File: src/sp2pwm_pkg.sv
// ----------------------------------------------------------------------------
// sp2pwm_pkg
// Types and fixed constants shared by the servo packet to PWM modules.
// ----------------------------------------------------------------------------
`default_nettype none

package sp2pwm_pkg;

    localparam int CHANNEL_COUNT    = 8;
    localparam int CH_W             = 3;
    localparam int BYTE_W           = 8;
    localparam int ANGLE_W          = 8;
    localparam int OFFSET_W         = 16;
    localparam int PULSE_W          = 12;
    localparam int COUNT_W          = 10;
    localparam int CFG_INDEX_W      = 3;
    localparam int MIN_PACKET_BYTES = 18;
    localparam int QUEUE_DEPTH      = 2;

    localparam logic [BYTE_W-1:0]  SYNC_FIRST   = 8'hAA;
    localparam logic [BYTE_W-1:0]  SYNC_SECOND  = 8'h55;
    localparam logic [ANGLE_W-1:0] ANGLE_MAX    = 8'd180;
    localparam logic [PULSE_W-1:0] PULSE_MIN    = 12'd500;
    localparam logic [PULSE_W-1:0] PULSE_MAX    = 12'd2500;
    localparam logic [PULSE_W-1:0] PULSE_MIRROR = 12'd3000;

    // angle * 2000 / 180 as (angle * round_up(2^16 * 100 / 9)) >> 16, exact for angle <= 180
    localparam int ANGLE_SCALE_W = 20;
    localparam int ANGLE_SHIFT   = 16;
    localparam logic [ANGLE_SCALE_W-1:0] ANGLE_SCALE = 20'd728178;

    // pulse * 4096 / 20000 as (pulse * round_up(2^28 * 128 / 625)) >> 28, exact for pulse <= 2500
    localparam int COUNT_SCALE_W = 26;
    localparam int COUNT_SHIFT   = 28;
    localparam logic [COUNT_SCALE_W-1:0] COUNT_SCALE = 26'd54975582;

    typedef logic [ANGLE_W-1:0]  angle_t;
    typedef logic [OFFSET_W-1:0] offset_t;
    typedef angle_t  [CHANNEL_COUNT-1:0] angle_set_t;
    typedef offset_t [CHANNEL_COUNT-1:0] offset_set_t;

    // One accepted packet: its eight clamped angles.
    typedef struct packed {
        logic       valid;
        angle_set_t angles;
    } pkt_slot_t;

endpackage

`default_nettype wire

File: src/sp2pwm_front.sv
// ----------------------------------------------------------------------------
// sp2pwm_front
// Byte parser: checks sync and length, assembles and clamps angles, and
// pushes the angle set of each good packet into the queue.
// ----------------------------------------------------------------------------
`default_nettype none

module sp2pwm_front #(
    parameter int MAX_PACKET_BYTES = 128
) (
    input  wire logic                              clk,
    input  wire logic                              rst_n,
    input  wire logic                              in_valid,
    output logic                                   in_stall,
    input  wire logic [sp2pwm_pkg::BYTE_W-1:0]     rx_byte,
    input  wire logic                              end_of_packet,
    input  wire logic                              queue_full,
    output sp2pwm_pkg::pkt_slot_t                  push
);

    localparam int POS_W = $clog2(MAX_PACKET_BYTES + 2);
    localparam logic [POS_W-1:0] POS_SAT = POS_W'(MAX_PACKET_BYTES + 1);
    localparam logic [POS_W-1:0] POS_MAX = POS_W'(MAX_PACKET_BYTES);
    localparam logic [POS_W-1:0] POS_MIN = POS_W'(sp2pwm_pkg::MIN_PACKET_BYTES);

    logic [POS_W-1:0]                   pos_reg, pos_next;
    logic                               sync_reg, sync_next;
    sp2pwm_pkg::angle_t                 low_reg, low_next;
    sp2pwm_pkg::angle_set_t             angle_reg, angle_next;

    logic                               take;
    logic                               is_angle_byte;
    logic [POS_W-1:0]                   slot_wide;
    logic [sp2pwm_pkg::CH_W-1:0]        slot;
    sp2pwm_pkg::angle_t                 angle_clamped;
    logic                               sync_upd;
    logic [POS_W-1:0]                   length;
    logic                               packet_ok;

    assign in_stall = queue_full;
    assign take     = in_valid && !queue_full;

    assign is_angle_byte = (pos_reg >= POS_W'(2)) && (pos_reg < POS_MIN);
    assign slot_wide     = pos_reg - POS_W'(2);
    assign slot          = slot_wide[sp2pwm_pkg::CH_W:1];

    // Any nonzero high byte puts the angle above the limit.
    assign angle_clamped = ((rx_byte != '0) || (low_reg > sp2pwm_pkg::ANGLE_MAX))
                           ? sp2pwm_pkg::ANGLE_MAX : low_reg;

    assign length    = (pos_reg == POS_SAT) ? pos_reg : pos_reg + POS_W'(1);
    assign packet_ok = sync_upd && (length >= POS_MIN) && (length <= POS_MAX);

    always_comb
    begin
        priority if (pos_reg == POS_W'(0))
        begin
            sync_upd = (rx_byte == sp2pwm_pkg::SYNC_FIRST);
        end
        else if (pos_reg == POS_W'(1))
        begin
            sync_upd = sync_reg && (rx_byte == sp2pwm_pkg::SYNC_SECOND);
        end
        else
        begin
            sync_upd = sync_reg;
        end
    end

    always_comb
    begin
        angle_next = angle_reg;
        low_next   = low_reg;
        pos_next   = pos_reg;
        sync_next  = sync_reg;
        if (is_angle_byte && pos_reg[0])
        begin
            angle_next[slot] = angle_clamped;
        end
        if (is_angle_byte && !pos_reg[0])
        begin
            low_next = rx_byte;
        end
        if (take)
        begin
            if (end_of_packet)
            begin
                pos_next  = '0;
                sync_next = 1'b1;
                low_next  = '0;
            end
            else
            begin
                pos_next  = length;
                sync_next = sync_upd;
            end
        end
        else
        begin
            angle_next = angle_reg;
            low_next   = low_reg;
        end
    end

    // Include the angle written by the final byte itself.
    assign push.valid  = take && end_of_packet && packet_ok;
    assign push.angles = angle_next;

    always_ff @(posedge clk or negedge rst_n)
    begin
        if (!rst_n)
        begin
            pos_reg  <= '0;
            sync_reg <= 1'b1;
            low_reg  <= '0;
            for (int i = 0; i < sp2pwm_pkg::CHANNEL_COUNT; i++)
            begin
                angle_reg[i] <= sp2pwm_pkg::ANGLE_W'(90);
            end
        end
        else
        begin
            pos_reg   <= pos_next;
            sync_reg  <= sync_next;
            low_reg   <= low_next;
            angle_reg <= angle_next;
        end
    end

endmodule

`default_nettype wire

File: src/sp2pwm_queue.sv
// ----------------------------------------------------------------------------
// sp2pwm_queue
// Short queue of accepted angle sets between the parser and the PWM
// pipeline.
// ----------------------------------------------------------------------------
`default_nettype none

module sp2pwm_queue (
    input  wire logic                  clk,
    input  wire logic                  rst_n,
    input  wire sp2pwm_pkg::pkt_slot_t push,
    input  wire logic                  pop,
    output logic                       full,
    output sp2pwm_pkg::pkt_slot_t      head
);

    localparam int DEPTH = sp2pwm_pkg::QUEUE_DEPTH;
    localparam int PTR_W = (DEPTH > 1) ? $clog2(DEPTH) : 1;
    localparam int CNT_W = $clog2(DEPTH + 1);

    sp2pwm_pkg::angle_set_t entry_reg [DEPTH];
    logic [PTR_W-1:0]       wr_ptr_reg, wr_ptr_next;
    logic [PTR_W-1:0]       rd_ptr_reg, rd_ptr_next;
    logic [CNT_W-1:0]       count_reg, count_next;
    logic                   do_push, do_pop;

    assign full        = (count_reg == CNT_W'(DEPTH));
    assign head.valid  = (count_reg != '0);
    assign head.angles = entry_reg[rd_ptr_reg];

    assign do_push = push.valid && !full;
    assign do_pop  = pop && head.valid;

    always_comb
    begin
        wr_ptr_next = wr_ptr_reg;
        rd_ptr_next = rd_ptr_reg;
        count_next  = count_reg;
        if (do_push)
        begin
            wr_ptr_next = (wr_ptr_reg == PTR_W'(DEPTH - 1)) ? '0 : wr_ptr_reg + PTR_W'(1);
        end
        if (do_pop)
        begin
            rd_ptr_next = (rd_ptr_reg == PTR_W'(DEPTH - 1)) ? '0 : rd_ptr_reg + PTR_W'(1);
        end
        unique case ({do_push, do_pop})
            2'b10:   count_next = count_reg + CNT_W'(1);
            2'b01:   count_next = count_reg - CNT_W'(1);
            default: count_next = count_reg;
        endcase
    end

    always_ff @(posedge clk)
    begin
        if (do_push)
        begin
            entry_reg[wr_ptr_reg] <= push.angles;
        end
    end

    always_ff @(posedge clk or negedge rst_n)
    begin
        if (!rst_n)
        begin
            wr_ptr_reg <= '0;
            rd_ptr_reg <= '0;
            count_reg  <= '0;
        end
        else
        begin
            wr_ptr_reg <= wr_ptr_next;
            rd_ptr_reg <= rd_ptr_next;
            count_reg  <= count_next;
        end
    end

endmodule

`default_nettype wire

File: src/sp2pwm_back.sv
// ----------------------------------------------------------------------------
// sp2pwm_back
// PWM pipeline: walks channels 0 to 7 of the queue head and turns each
// angle into a count over three register stages.
// ----------------------------------------------------------------------------
`default_nettype none

module sp2pwm_back (
    input  wire logic                                  clk,
    input  wire logic                                  rst_n,
    input  wire sp2pwm_pkg::pkt_slot_t                 head,
    output logic                                       pop,
    input  wire sp2pwm_pkg::offset_set_t               offsets,
    output logic                                       out_valid,
    input  wire logic                                  out_stall,
    output logic [sp2pwm_pkg::CH_W-1:0]                channel,
    output logic [sp2pwm_pkg::COUNT_W-1:0]             pwm_count,
    output logic                                       last_of_run
);

    localparam int CH_W    = sp2pwm_pkg::CH_W;
    localparam int PULSE_W = sp2pwm_pkg::PULSE_W;
    localparam int OFF_W   = sp2pwm_pkg::OFFSET_W;
    localparam int BPROD_W = sp2pwm_pkg::ANGLE_W + sp2pwm_pkg::ANGLE_SCALE_W;
    localparam int CPROD_W = PULSE_W + sp2pwm_pkg::COUNT_SCALE_W;
    localparam logic [CH_W-1:0] LAST_CH = CH_W'(sp2pwm_pkg::CHANNEL_COUNT - 1);

    logic                       advance;
    logic                       issue;
    logic [CH_W-1:0]            ch_cnt_reg;

    logic                       v1_reg;
    logic [CH_W-1:0]            ch1_reg;
    logic [PULSE_W-1:0]         base1_reg;
    sp2pwm_pkg::offset_t        off1_reg;

    logic                       v2_reg;
    logic [CH_W-1:0]            ch2_reg;
    logic [PULSE_W-1:0]         pulse2_reg;

    logic                       out_valid_reg;
    logic [CH_W-1:0]            channel_reg;
    logic [sp2pwm_pkg::COUNT_W-1:0] count_reg;
    logic                       last_reg;

    logic [BPROD_W-1:0]         base_prod;
    logic [PULSE_W-1:0]         base_pulse;
    logic [OFF_W-1:0]           pulse_sum;
    logic [PULSE_W-1:0]         pulse_clamped;
    logic [PULSE_W-1:0]         pulse_final;
    logic [CPROD_W-1:0]         count_prod;

    // Whole pipe moves when the output register is free or being taken.
    assign advance = !out_valid_reg || !out_stall;
    assign issue   = head.valid && advance;
    assign pop     = issue && (ch_cnt_reg == LAST_CH);

    // Stage 1: base pulse from angle
    assign base_prod  = BPROD_W'(head.angles[ch_cnt_reg]) * BPROD_W'(sp2pwm_pkg::ANGLE_SCALE);
    assign base_pulse = sp2pwm_pkg::PULSE_MIN
                      + base_prod[BPROD_W-1:sp2pwm_pkg::ANGLE_SHIFT];

    // Stage 2: offset with 16-bit wrap, clamp, mirror upper channels
    assign pulse_sum = OFF_W'(base1_reg) + off1_reg;

    always_comb
    begin
        priority if (pulse_sum < OFF_W'(sp2pwm_pkg::PULSE_MIN))
        begin
            pulse_clamped = sp2pwm_pkg::PULSE_MIN;
        end
        else if (pulse_sum > OFF_W'(sp2pwm_pkg::PULSE_MAX))
        begin
            pulse_clamped = sp2pwm_pkg::PULSE_MAX;
        end
        else
        begin
            pulse_clamped = pulse_sum[PULSE_W-1:0];
        end
    end

    assign pulse_final = ch1_reg[CH_W-1] ? (sp2pwm_pkg::PULSE_MIRROR - pulse_clamped)
                                         : pulse_clamped;

    // Stage 3: scale pulse to a count out of 4096
    assign count_prod = CPROD_W'(pulse2_reg) * CPROD_W'(sp2pwm_pkg::COUNT_SCALE);

    always_ff @(posedge clk or negedge rst_n)
    begin
        if (!rst_n)
        begin
            ch_cnt_reg    <= '0;
            v1_reg        <= 1'b0;
            v2_reg        <= 1'b0;
            out_valid_reg <= 1'b0;
        end
        else if (advance)
        begin
            if (issue)
            begin
                ch_cnt_reg <= ch_cnt_reg + CH_W'(1);
            end
            v1_reg        <= issue;
            v2_reg        <= v1_reg;
            out_valid_reg <= v2_reg;
        end
    end

    always_ff @(posedge clk)
    begin
        if (advance)
        begin
            ch1_reg     <= ch_cnt_reg;
            base1_reg   <= base_pulse;
            off1_reg    <= offsets[ch_cnt_reg];
            ch2_reg     <= ch1_reg;
            pulse2_reg  <= pulse_final;
            channel_reg <= ch2_reg;
            count_reg   <= count_prod[CPROD_W-1:sp2pwm_pkg::COUNT_SHIFT];
            last_reg    <= (ch2_reg == LAST_CH);
        end
    end

    assign out_valid   = out_valid_reg;
    assign channel     = channel_reg;
    assign pwm_count   = count_reg;
    assign last_of_run = last_reg;

endmodule

`default_nettype wire

File: src/servo_packet_to_pwm.sv
// Servo packet to PWM converter.
// Input channel: one packet byte per item (rx_byte), end_of_packet set on the
// final byte. A packet is AA 55 followed by eight little-endian 16-bit angles;
// it is good when both sync bytes match and its length is 18 to
// MAX_PACKET_BYTES bytes. Extra bytes past the angles are only counted.
// Output channel: for each good packet, eight items, channel 0 to 7, each with
// a 10-bit on-time count out of 4096; last_of_run marks channel 7.
// Config port: cfg_write stores cfg_data into offset register cfg_index; write
// only while the block is idle.
// Throughput: one byte per cycle in while in_stall is low; one count per cycle
// out while out_stall is low. Each angle passes stage 1 angle scale, stage 2
// offset and clamp, and stage 3 count scale. A two-entry packet queue lets the
// parser take the next packet while counts drain; in_stall rises only when that
// queue is full.
// Reset: offsets clear to zero, staged angles to 90, the queue and pipeline
// empty. out_stall with out_valid high freezes the whole pipeline and output.
// ----------------------------------------------------------------------------
// servo_packet_to_pwm
// Top level: offset registers and the parser, queue and PWM pipeline.
// ----------------------------------------------------------------------------
`default_nettype none

module servo_packet_to_pwm #(
    parameter int MAX_PACKET_BYTES = 128
) (
    input  wire logic                                  clk,
    input  wire logic                                  rst_n,
    input  wire logic                                  in_valid,
    output logic                                       in_stall,
    input  wire logic [sp2pwm_pkg::BYTE_W-1:0]         rx_byte,
    input  wire logic                                  end_of_packet,
    output logic                                       out_valid,
    input  wire logic                                  out_stall,
    output logic [sp2pwm_pkg::CH_W-1:0]                channel,
    output logic [sp2pwm_pkg::COUNT_W-1:0]             pwm_count,
    output logic                                       last_of_run,
    input  wire logic                                  cfg_write,
    input  wire logic [sp2pwm_pkg::CFG_INDEX_W-1:0]    cfg_index,
    input  wire logic [sp2pwm_pkg::OFFSET_W-1:0]       cfg_data
);

    sp2pwm_pkg::offset_set_t offset_reg;
    sp2pwm_pkg::pkt_slot_t   push;
    sp2pwm_pkg::pkt_slot_t   head;
    logic                    queue_full;
    logic                    pop;

    always_ff @(posedge clk or negedge rst_n)
    begin
        if (!rst_n)
        begin
            offset_reg <= '0;
        end
        else if (cfg_write)
        begin
            offset_reg[cfg_index] <= cfg_data;
        end
    end

    sp2pwm_front #(
        .MAX_PACKET_BYTES (MAX_PACKET_BYTES)
    ) u_front (
        .clk           (clk),
        .rst_n         (rst_n),
        .in_valid      (in_valid),
        .in_stall      (in_stall),
        .rx_byte       (rx_byte),
        .end_of_packet (end_of_packet),
        .queue_full    (queue_full),
        .push          (push)
    );

    sp2pwm_queue u_queue (
        .clk   (clk),
        .rst_n (rst_n),
        .push  (push),
        .pop   (pop),
        .full  (queue_full),
        .head  (head)
    );

    sp2pwm_back u_back (
        .clk         (clk),
        .rst_n       (rst_n),
        .head        (head),
        .pop         (pop),
        .offsets     (offset_reg),
        .out_valid   (out_valid),
        .out_stall   (out_stall),
        .channel     (channel),
        .pwm_count   (pwm_count),
        .last_of_run (last_of_run)
    );

endmodule

`default_nettype wire

File: config.mk
export PLATFORM = sky130hd
export DESIGN_NAME = servo_packet_to_pwm
export DESIGN_NICKNAME = d
export VERILOG_FILES = /design/src/sp2pwm_pkg.sv /design/src/sp2pwm_front.sv /design/src/sp2pwm_queue.sv /design/src/sp2pwm_back.sv /design/src/servo_packet_to_pwm.sv
export SDC_FILE = /design/constraint.sdc
export NUM_CORES = 1
export LEC_CHECK = 0
export ABC_AREA = 1
export BUFFER_PORTS_ARGS = -buffer_cell sky130_fd_sc_hd__buf_2
export CAP_MARGIN = 20
export CELL_PAD_IN_SITES_DETAIL_PLACEMENT = 1
export CELL_PAD_IN_SITES_GLOBAL_PLACEMENT = 1
export CORE_AREA = 2 2 239 241
export DETAILED_ROUTE_END_ITERATION = 7
export DIE_AREA = 0 0 241 243
export GPL_TIMING_DRIVEN = 0
export PLACE_DENSITY_LB_ADDON = 0.2
export SLEW_MARGIN = 20
export SYNTH_ARGS = -nofsm -noshare
export SYNTH_HDL_FRONTEND = slang
export SYNTH_SLANG_ARGS = --single-unit
File: constraint.sdc
create_clock -name clk -period 5.4 [get_ports clk]
set_input_delay 0.27 -clock clk [delete_from_list [all_inputs] [get_ports clk]]
set_output_delay 0.27 -clock clk [all_outputs]
set_load 0.03 [all_outputs]
-- Word-level counts from Yosys, hierarchy flattened
Memories as Yosys holds them, arrays and structs flattened.
Cells that the tools add are included.
- register bits after elaboration: 279
- RAM bits: 128
- bits of input ports: 33
- output and inout port bits: 16
- logic and storage cells: 124
- memories: 1
- add/sub/neg operators: 10
- multipliers: 2
- $lt $le $gt $ge: 12
- eq/ne operators: 9
- multiplexer cells: 28
- reductions and logical operators: 28
- memories (memory ; words ; bits a word ; read ports ; clocked after Yosys merged registers in ; write ports ; RTL line ; RTL):
    u_queue.entry_reg ; 2 ; 64 ; 1 ; 0 ; 1 ; sp2pwm_queue.sv:21 ; sp2pwm_pkg::angle_set_t entry_reg [DEPTH];
- operator list (operator ; number):
    bitwise mux 128 bit ; 1
    two-way mux 64 bit ; 2
    bitwise mux 64 bit ; 1
    two-way mux 8 bit ; 7
    binary-select mux 16 bit (select 3 bit) ; 1
    demux 16 bit (select 3 bit) ; 1
    multiplier 12 x 25 -> 37 bit (second input constant) ; 1
    two-way mux 12 bit ; 3
    two-way mux 16 bit ; 2
    multiplier 8 x 19 -> 27 bit (second input constant) ; 1
    binary-select mux 8 bit (select 3 bit) ; 1
    demux 8 bit (select 3 bit) ; 1
    adder 12 x 16 -> 16 bit ; 1
    equality test 8 bit (second input constant) ; 2
    > comparator 16 x 12 -> 1 bit (second input constant) ; 1
    < comparator 16 x 9 -> 1 bit (second input constant) ; 1
    logical AND 1 bit ; 15
    adder 9 x 12 -> 12 bit (first input constant) ; 1
    < comparator 3 x 4 -> 1 bit (second input constant) ; 3
    subtractor 12 bit (first input constant) ; 1
    adder 8 x 1 -> 8 bit (second input constant) ; 1
    equality test 8 x 1 -> 1 bit (second input constant) ; 1
    equality test 8 x 7 -> 1 bit (second input constant) ; 1
    >= comparator 8 x 2 -> 1 bit (second input constant) ; 1
    21 further kinds ; 38

-- Depth between registers and ports, before layout
Gate-level depths: netlist of run 1.
- depth after elaboration: 10
- mapped depth: 32
- depth with buffers taken out: 30

-- Hierarchy
Synthesis of run 1 repeated with hierarchy kept, for this count alone.
- cell total of the unflattened synthesis: 3022
- area, all modules: 26066.2 um^2
- by module, submodules not included (module ; times used ; cells each ; area each (um^2) ; seq. area each (um^2)):
    sp2pwm_back ; 1 ; 1617 ; 12295.5 ; 1951.9
    servo_packet_to_pwm ; 1 ; 579 ; 5061.1 ; 3203.1
    sp2pwm_queue ; 1 ; 366 ; 4880.9 ; 3943.8
    sp2pwm_front ; 1 ; 460 ; 3828.7 ; 2068.2

-- Worst setup path before layout of run 1
Ideal clock, no wire load.
- kind: reg-to-reg
- start point: register u_queue.rd_ptr_reg
- end point: register u_back.base1_reg[10], data pin
- setup time: 252 ps
- arrival time: 5277 ps
- required time: 5148 ps
- setup slack: -129 ps
- stages on the path, launching flop included: 30
- buffers on the path: 3
- period minus slack after synthesis: 5529 ps
- path through: dfrtp_1 > buf_2 > clkbuf_1 > buf_1 > nor2_1 > o221ai_1 > nand3_1 > nand2_1 > inv_1 > fa_1 > inv_1 > ha_1 > inv_1 > fa_1 > inv_1 > fa_1 > ha_1 > a21oi_1 > o21a_1 > nor2_1 > nor2_1 > nand2_1 > nand2_1 > nand2_1 > ha_1 > nor2_1 > and2_1 > nand3_1 > nand3_1 > nand2_1
- longest elaborated chain between the ends: 5
- ends and longest elaborated chain (element ; RTL line ; RTL):
    start, declared ; sp2pwm_queue.sv:23 ; logic [PTR_W-1:0] rd_ptr_reg, rd_ptr_next;
    start signal, assigned ; sp2pwm_queue.sv:73 ; rd_ptr_reg <= rd_ptr_next;
    memory read (2 x 64 bit) ; - ;
    binary-select mux 8 bit (select 3 bit) ; sp2pwm_back.sv:59 ; assign base_prod = BPROD_W'(head.angles[ch_cnt_reg]) * BPROD_W'(sp2pwm_pkg::ANGLE_SCALE);
    two-way mux 8 bit (implied by the code) ; sp2pwm_back.sv:59 ;
    multiplier 8 x 19 -> 27 bit ; sp2pwm_back.sv:59 ;
    adder 9 x 12 -> 12 bit ; sp2pwm_back.sv:61 ; + base_prod[BPROD_W-1:sp2pwm_pkg::ANGLE_SHIFT];
    net u_back.base_pulse[10] ; sp2pwm_back.sv:47 ; logic [PULSE_W-1:0] base_pulse;
    end signal, assigned ; sp2pwm_back.sv:114 ; base1_reg <= base_pulse;
    end, declared ; sp2pwm_back.sv:34 ; logic [PULSE_W-1:0] base1_reg;
The timed path passes the listed nets, and every way through them passes these cells. The select of a mux whose other input is x is not followed.
A chain may end at the register's enable or synchronous reset.

-- Final worst setup path of run 1
- start point: register u_back.ch_cnt_reg[0]
- end point: register u_back.base1_reg[9], data pin
- longest elaborated chain between the ends: 4
- ends and longest elaborated chain (element ; RTL line ; RTL):
    start, declared ; sp2pwm_back.sv:30 ; logic [CH_W-1:0] ch_cnt_reg;
    start signal, assigned ; sp2pwm_back.sv:101 ; ch_cnt_reg <= ch_cnt_reg + CH_W'(1);
    binary-select mux 8 bit (select 3 bit) ; sp2pwm_back.sv:59 ;
    two-way mux 8 bit (implied by the code) ; sp2pwm_back.sv:59 ;
    multiplier 8 x 19 -> 27 bit ; sp2pwm_back.sv:59 ;
    adder 9 x 12 -> 12 bit ; sp2pwm_back.sv:61 ;
    net u_back.base_pulse[9] ; sp2pwm_back.sv:47 ;
The timed path passes the listed nets, and every way through them passes these cells. The select of a mux whose other input is x is not followed.

==> results of run 1 <==
-- how the worst min path moves through the flow --
stage	end	slack, ns	cells past startpoint
2_1_floorplan	offset_reg[0]	-0.03	0
3_3_place_gp	u_back.ch2_reg[1]	0.41	0
3_5_place_dp	u_front.pos_reg[7]	0.24	1
4_1_cts	u_front.low_reg[6]	0.0007	3
5_1_grt	u_front.low_reg[4]	0.02	3
6_report	u_front.low_reg[4]	0.02	3
-- metrics by stage --
step / hold WS (ns) / util [%] / setup TNS [ns]
after global routing: 0.0173 / 52.8 / -3.68
after floorplan: -0.0256 / - / 0
final: 0.0193 / 52.8 / -2.22
after global placement: 0.408 / 46.7 / -249.39
after detailed placement: 0.236 / 47.1 / -15.97
after CTS: 0.000728 / 51.9 / -0.683
-- repair_timing --
action	in CTS	in global routing
endpoints found under the setup margin	12	15
pin swaps	60	60
setup buffers	39	33
gates resized for setup	189	59
hold buffers	23	0
cloned	1	0
endpoints found under the hold margin	77	0
-- cell type report --
class	count	area, µm²	share of cell area [%]
Tap cell	756	946	3.20
Buffer	80	607	2.05
Sequential cell	407	11200	37.8
Timing Repair Buffer	152	1310	4.44
Clock buffer	54	1150	3.88
Inverter	370	1400	4.73
Multi-Input combinational cell	1780	12700	42.9
Clock inverter	23	278	0.940
-- logic make-up (layout without fill, tap and decap cells) --
kind of cell	after synthesis	count (layout)	share of synthesized area [%]
fa+ha+maj	313	313	19.5
compound gates	529	529	11.8
buf+inv	450	679	6.85
flops	407	407	44.8
xor+xnor	46	46	1.68
mux	17	17	0.698
simple gates	875	875	14.7
-- synth_stat cells, drive strengths merged --
library cell,number
nor3b,1
o21a,8
nor2,244
ha,188
or4,1
clkbuf,70
or2,3
o21bai,5
xor2,33
nor4,9
nand4,21
nor3,20
o221ai,20
o211ai,23
fa,125
and2,2
a211oi,2
a31oi,21
mux2i,14
buf,10
and3,1
a21o,2
nand3,103
a221oi,1
dfstp,33
o2111ai,1
inv,367
nand2,466
a21oi,85
o22ai,32
edfxtp,188
clkinv,3
o221a,1
nand3b,4
o31ai,3
dfrtp,186
mux2,3
o21ai,322
xnor2,13
a311oi,1
a21boi,2
-- per-layer routing --
layer  routed length, µm  share of wire, %
met4                2330               3.0
met1               32100                42
met5                   0                 0
met3                3280               4.3
met2               39300                51
-- critical path, cell delays in order, from the launching register on --
cell,delay (ns)
dfrtp_2,0.51
clkinv_4,0.11
clkbuf_16,0.18
clkbuf_16,0.16
buf_12,0.12
o21ai_1,0.09
o22ai_2,0.10
o211ai_1,0.29
nand2_4,0.11
inv_2,0.07
fa_2,0.19
inv_2,0.05
fa_2,0.50
buf_6,0.15
fa_1,0.58
fa_2,0.46
ha_4,0.35
nand2_8,0.08
nor2_4,0.12
nand2_2,0.07
nor3_2,0.16
nand4_1,0.17
nand2_2,0.20
xor2_2,0.10
nor2_2,0.20
nand4_1,0.17
nand2_1,0.10
nand2_1,0.07
==> impl_metrics.py, run 1 <==
metrics = {
    "clock_tree": {
        "cts_made_buffers": 43,
        "insertion_delay_ns": 0.55,
        "cts.clk_slew.worst_paths_ns": 0.07,
        "cts-root-buf": "clkbuf_16",
        "cts_tree": "yes",
        "cts.path.max_buffers": 3,
        "htreeDepth": 2,
        "clock-sinks": 407,
    },
    "setup_path": {
        "crit_start": "u_back.ch_cnt_reg[0]",
        "r2r_setup_slack_ns": -0.39,
        "path_max_fanout": 6,
        "reg2reg_depth": 27,
        "crit_arrival_ns": 6.08,
        "path_class": "reg -> reg",
        "end_kind": "register",
        "cp-start-kind": "register",
        "crit_required_ns": 5.69,
        "r2r-end": "u_back.base1_reg[9]",
        "cp-endpoint": "u_back.base1_reg[9]",
        "worstReg2RegStart": "u_back.ch_cnt_reg[0]",
    },
    "floorplanning": {
        "rows": 87,
        "io_pins": 49,
        "die_height_um": 243,
        "die_width_um": 241,
        "initial_core_util_pct": 44.5,
        "die_area_um2": 58600,
        "core_area_um2": 56000,
    },
    "cells_and_area": {
        "antennaDiodeCount": 0,
        "stdcell_count": 3622,
        "finalInstanceArea_um2": 29500,
        "finalNetCount": 3180,
        "final_cell_mix": "424 x nand2_1, 351 x inv_1, 299 x o21ai_0",
        "fillers": 6341,
        "syn_to_final_growth_pct": 18.6,
        "post_route_cells_drive_above_1_share_pct": 14.7,
        "final_common_cell": "nand2_1",
    },
    "yosys": {
        "synth_area_leaders": "edfxtp_1 23%, dfrtp_1 19%, fa_1 10%",
        "synth_cell_type_count": 56,
        "ys_ff_latch": 407,
        "synth_fp_nets": 2983,
        "netlist_area_um2": 24900,
        "ys_warn_count": 0,
        "synth_area_leader_cell": "edfxtp_1",
        "synth_cells": 2637,
        "yosysSeqAreaShare_pct": 44.8,
        "synth_top_area_share_pct": 22.7,
        "syn_area_per_cell_um2": 9.45,
    },
    "timing": {
        "finalCritPeriodShare_pct": 107,
        "setup_ws_ns": -0.390,
        "max_freq_mhz": 173,
        "rsz0062_at_grt": "yes",
        "relSlewSlack_pct": 39.2,
        "slew_violations": 0,
        "finalCriticalPeriod_ns": 5.79,
        "setup_viol": 8,
        "hold_violations": 0,
        "skew_ns": 0.0147,
        "worst_pin_slew_ns": 0.909,
    },
    "place": {
        "dp_cells": 3449,
        "placedInstanceArea_um2": 26300,
        "dp_hpwl_um": 55900,
        "gp_congestion": 0.933,
        "port_buffers": 48,
        "place_ws_ns": -1.69,
    },
    "grt": {
        "overflow": 0,
        "grt_pass1_vias": 21800,
        "grt_first_pass_wirelength_um": 121000,
        "met3_usage_pct": 3.10,
        "top_usage_layer": "met2",
        "met2_usage_pct": 46.9,
        "grt_max_degree": 88,
        "met1_usage_pct": 33.7,
        "antenna_found_initial": 0,
        "grt.total_usage_pct": 26.5,
    },
    "status": {
        "status": "finished, violations left",
        "violations": "negative setup slack",
    },
    "routing": {
        "antenna_left": 0,
        "drt_pass1_iterations": 5,
        "drtIter0Drc": 1137,
        "wl_per_cell_um": 21.3,
        "vias": 19900,
        "wirelength_um": 77000,
        "routed_via_density": 5.48,
        "drc": 0,
    },
    "worst_hold_path": {
        "hp-class": "in -> reg",
        "hp-start": "rx_byte[4]",
    },
    "job": {
        "cap_viol_max_count": 0,
    },
}
Power of run 1 is not shown: default switching activity piles up to over one toggle a cycle in this logic, so the estimate is an artifact.
==> inputs of run 2 (changes only) <==
Settings changed: CORE_AREA 2 2 239 241 to 2 2 227 229, DIE_AREA 0 0 241 243 to 0 0 229 231.
Clock period 5.4 ns to 5.7 ns, I/O delays scaled along.
==> run 2 against run 1 <==
The flow still finishes with violations (negative setup slack). Final cell count shrank 3.0%. Critical path depth shrank 2. Clock-buffer cell count grew 5. Die area shrank 9.7%. Non-clock buffer count shrank 38. Worst hold slack gained 0.017 ns. Register-to-register slack gained 0.34 ns. Critical endpoint is now u_back.base1_reg[11]. Sequential cell count is the same. Setup slack gained 0.34 ns. Routed wire length grew 3.1%. First-iteration DRC count grew 21%. Via count grew 2.1%.
==> impl_metrics.py, run 2 (synthesis results as in run 1) <==
metrics = {
    "status": {
        "status": "finished, violations left",
        "violations": "negative setup slack",
    },
    "setup_path": {
        "crit_cells": 25,
        "cp_top_family": "adder cells",
        "critical_path.max_stage_delay_ns": 0.48,
        "path_buf_inv": 5,
        "cp-start-kind": "register",
        "end_kind": "register",
        "path_max_fanout": 6,
        "reg2reg_depth": 25,
        "cp_slowest_cell": "fa_1",
        "crit_arrival_ns": 6.09,
        "path_class": "reg -> reg",
        "crit_required_ns": 6.04,
    },
    "place": {
        "gp_congestion": 0.903,
        "dp_hpwl_um": 57200,
        "port_buffers": 48,
        "place_ws_ns": -1.51,
        "placedInstanceArea_um2": 26300,
    },
    "floorplanning": {
        "io_pins": 49,
        "initial_core_util_pct": 49.2,
        "rows": 83,
        "core_area_um2": 50700,
        "die_area_um2": 52900,
        "die_width_um": 229,
        "die_height_um": 231,
    },
    "timing": {
        "setup_viol": 3,
        "relSlewSlack_pct": 35.1,
        "max_freq_mhz": 174,
        "setup_ws_ns": -0.0548,
        "slew_violations": 0,
        "rsz0062_at_grt": "yes",
        "hold_slack_ns": 0.0360,
        "setup_tns_ns": -0.105,
        "hold_violations": 0,
        "skew_ns": 0.0152,
        "worst_pin_slew_ns": 0.967,
        "finalCritPeriodShare_pct": 101,
        "finalCriticalPeriod_ns": 5.75,
    },
    "cells_and_area": {
        "finalNetCount": 3143,
        "fillers": 5716,
        "syn_to_final_growth_pct": 16.7,
        "multi_input_area_um2": 12500,
        "post_route_cells_drive_above_1_share_pct": 12.1,
        "finalInstanceArea_um2": 29100,
        "final_common_cell": "nand2_1",
        "antennaDiodeCount": 0,
        "final_cell_mix": "435 x nand2_1, 356 x inv_1, 303 x o21ai_0",
        "ff_latch_area_um2": 11200,
    },
    "routing": {
        "drtIter0Drc": 1381,
        "vias": 20300,
        "drt_pass1_iterations": 6,
        "wl_per_cell_um": 22.6,
        "drc": 0,
        "antenna_left": 0,
        "routed_via_density": 5.77,
        "wirelength_um": 79400,
    },
    "clock_tree": {
        "cts_made_buffers": 44,
        "cts-root-buf": "clkbuf_16",
        "cts.clk_slew.worst_paths_ns": 0.06,
        "clock-sinks": 407,
        "htreeDepth": 2,
        "cts.path.max_buffers": 3,
        "insertion_delay_ns": 0.58,
        "cts_tree": "yes",
    },
    "grt": {
        "grt.total_usage_pct": 29.9,
        "grt_pass1_vias": 22100,
        "grt_first_pass_wirelength_um": 123000,
        "overflow": 0,
        "antenna_found_initial": 0,
        "grt_max_degree": 96,
    },
    "worst_hold_path": {
        "hp-class": "in -> reg",
        "min_path_cells": 3,
    },
    "job": {
        "cap_viol_max_count": 0,
    },
}
[run 2: cell count changes in the layout (fill, tap and decap cells not counted), moves of 8 or more]
cell / delta
buf_4: -29
nand2_1: +11
nand2_2: -10
buf_6: -8
ha_1: +8
[run 2: metrics by stage]
step	util, %	instances
finish	57.4	3513
global route	57.4	3513
CTS	56.3	3492
detailed placement	51.8	3374
global placement	51.3	3365
floorplan	-	2637
[run 2: area by class of cell]
class / count / share of cell area, %
clock buffer: 59 / 4.30
clock inverter: 23 / 0.847
timing repair buffer: 115 / 3.61
buffer: 79 / 2.12
sequential: 407 / 38.4
tap: 680 / 2.92
inverter: 370 / 4.82
multi-input combinational: 1780 / 43.0
[run 2: repair_timing]
| item | 4_1_cts | 5_1_grt |
|---|---|---|
| setup endpoints to repair | 12 | 7 |
| pin swaps | 23 | 48 |
| endpoints found under the hold margin | 118 | 0 |
| cloned | 0 | 4 |
| buffers inserted | 12 | 17 |
| resized for setup | 121 | 95 |
| hold buffers | 25 | 0 |
[run 2: worst reg2reg max path, delay by kind of cell (launching register included)]
kind,cells,cell delay [ns]
AO/OA/AOI/OAI,6,1.17
XOR/XNOR,1,0.20
adder cells (fa/ha/maj),5,1.82
buffers and inverters,5,0.73
flip-flops,1,0.47
AND/OR/NAND/NOR,8,1.15
[run 2: worst paths after layout]
kind,from,endpoint,slack [ns]
max reg2reg,u_queue.rd_ptr_reg,u_back.base1_reg[11],-0.05
max,u_queue.rd_ptr_reg,u_back.base1_reg[11],-0.05
max in group asynchronous,rst_n,u_front.angle_reg[38],4.18
min,rx_byte[1],u_front.low_reg[1],0.04
min in group asynchronous,rst_n,offset_reg[36],0.31
min reg2reg,u_back.ch1_reg[0],u_back.ch2_reg[0],0.43
[run 2: metal layers]
metal / GRT usage [%] / wire [µm]
met1: 36.4 / 31800
met5: 0 / 0
met3: 3.27 / 3560
met2: 53.5 / 40600
met4: 13.6 / 3320
Power of run 2 is left out for the same reason.
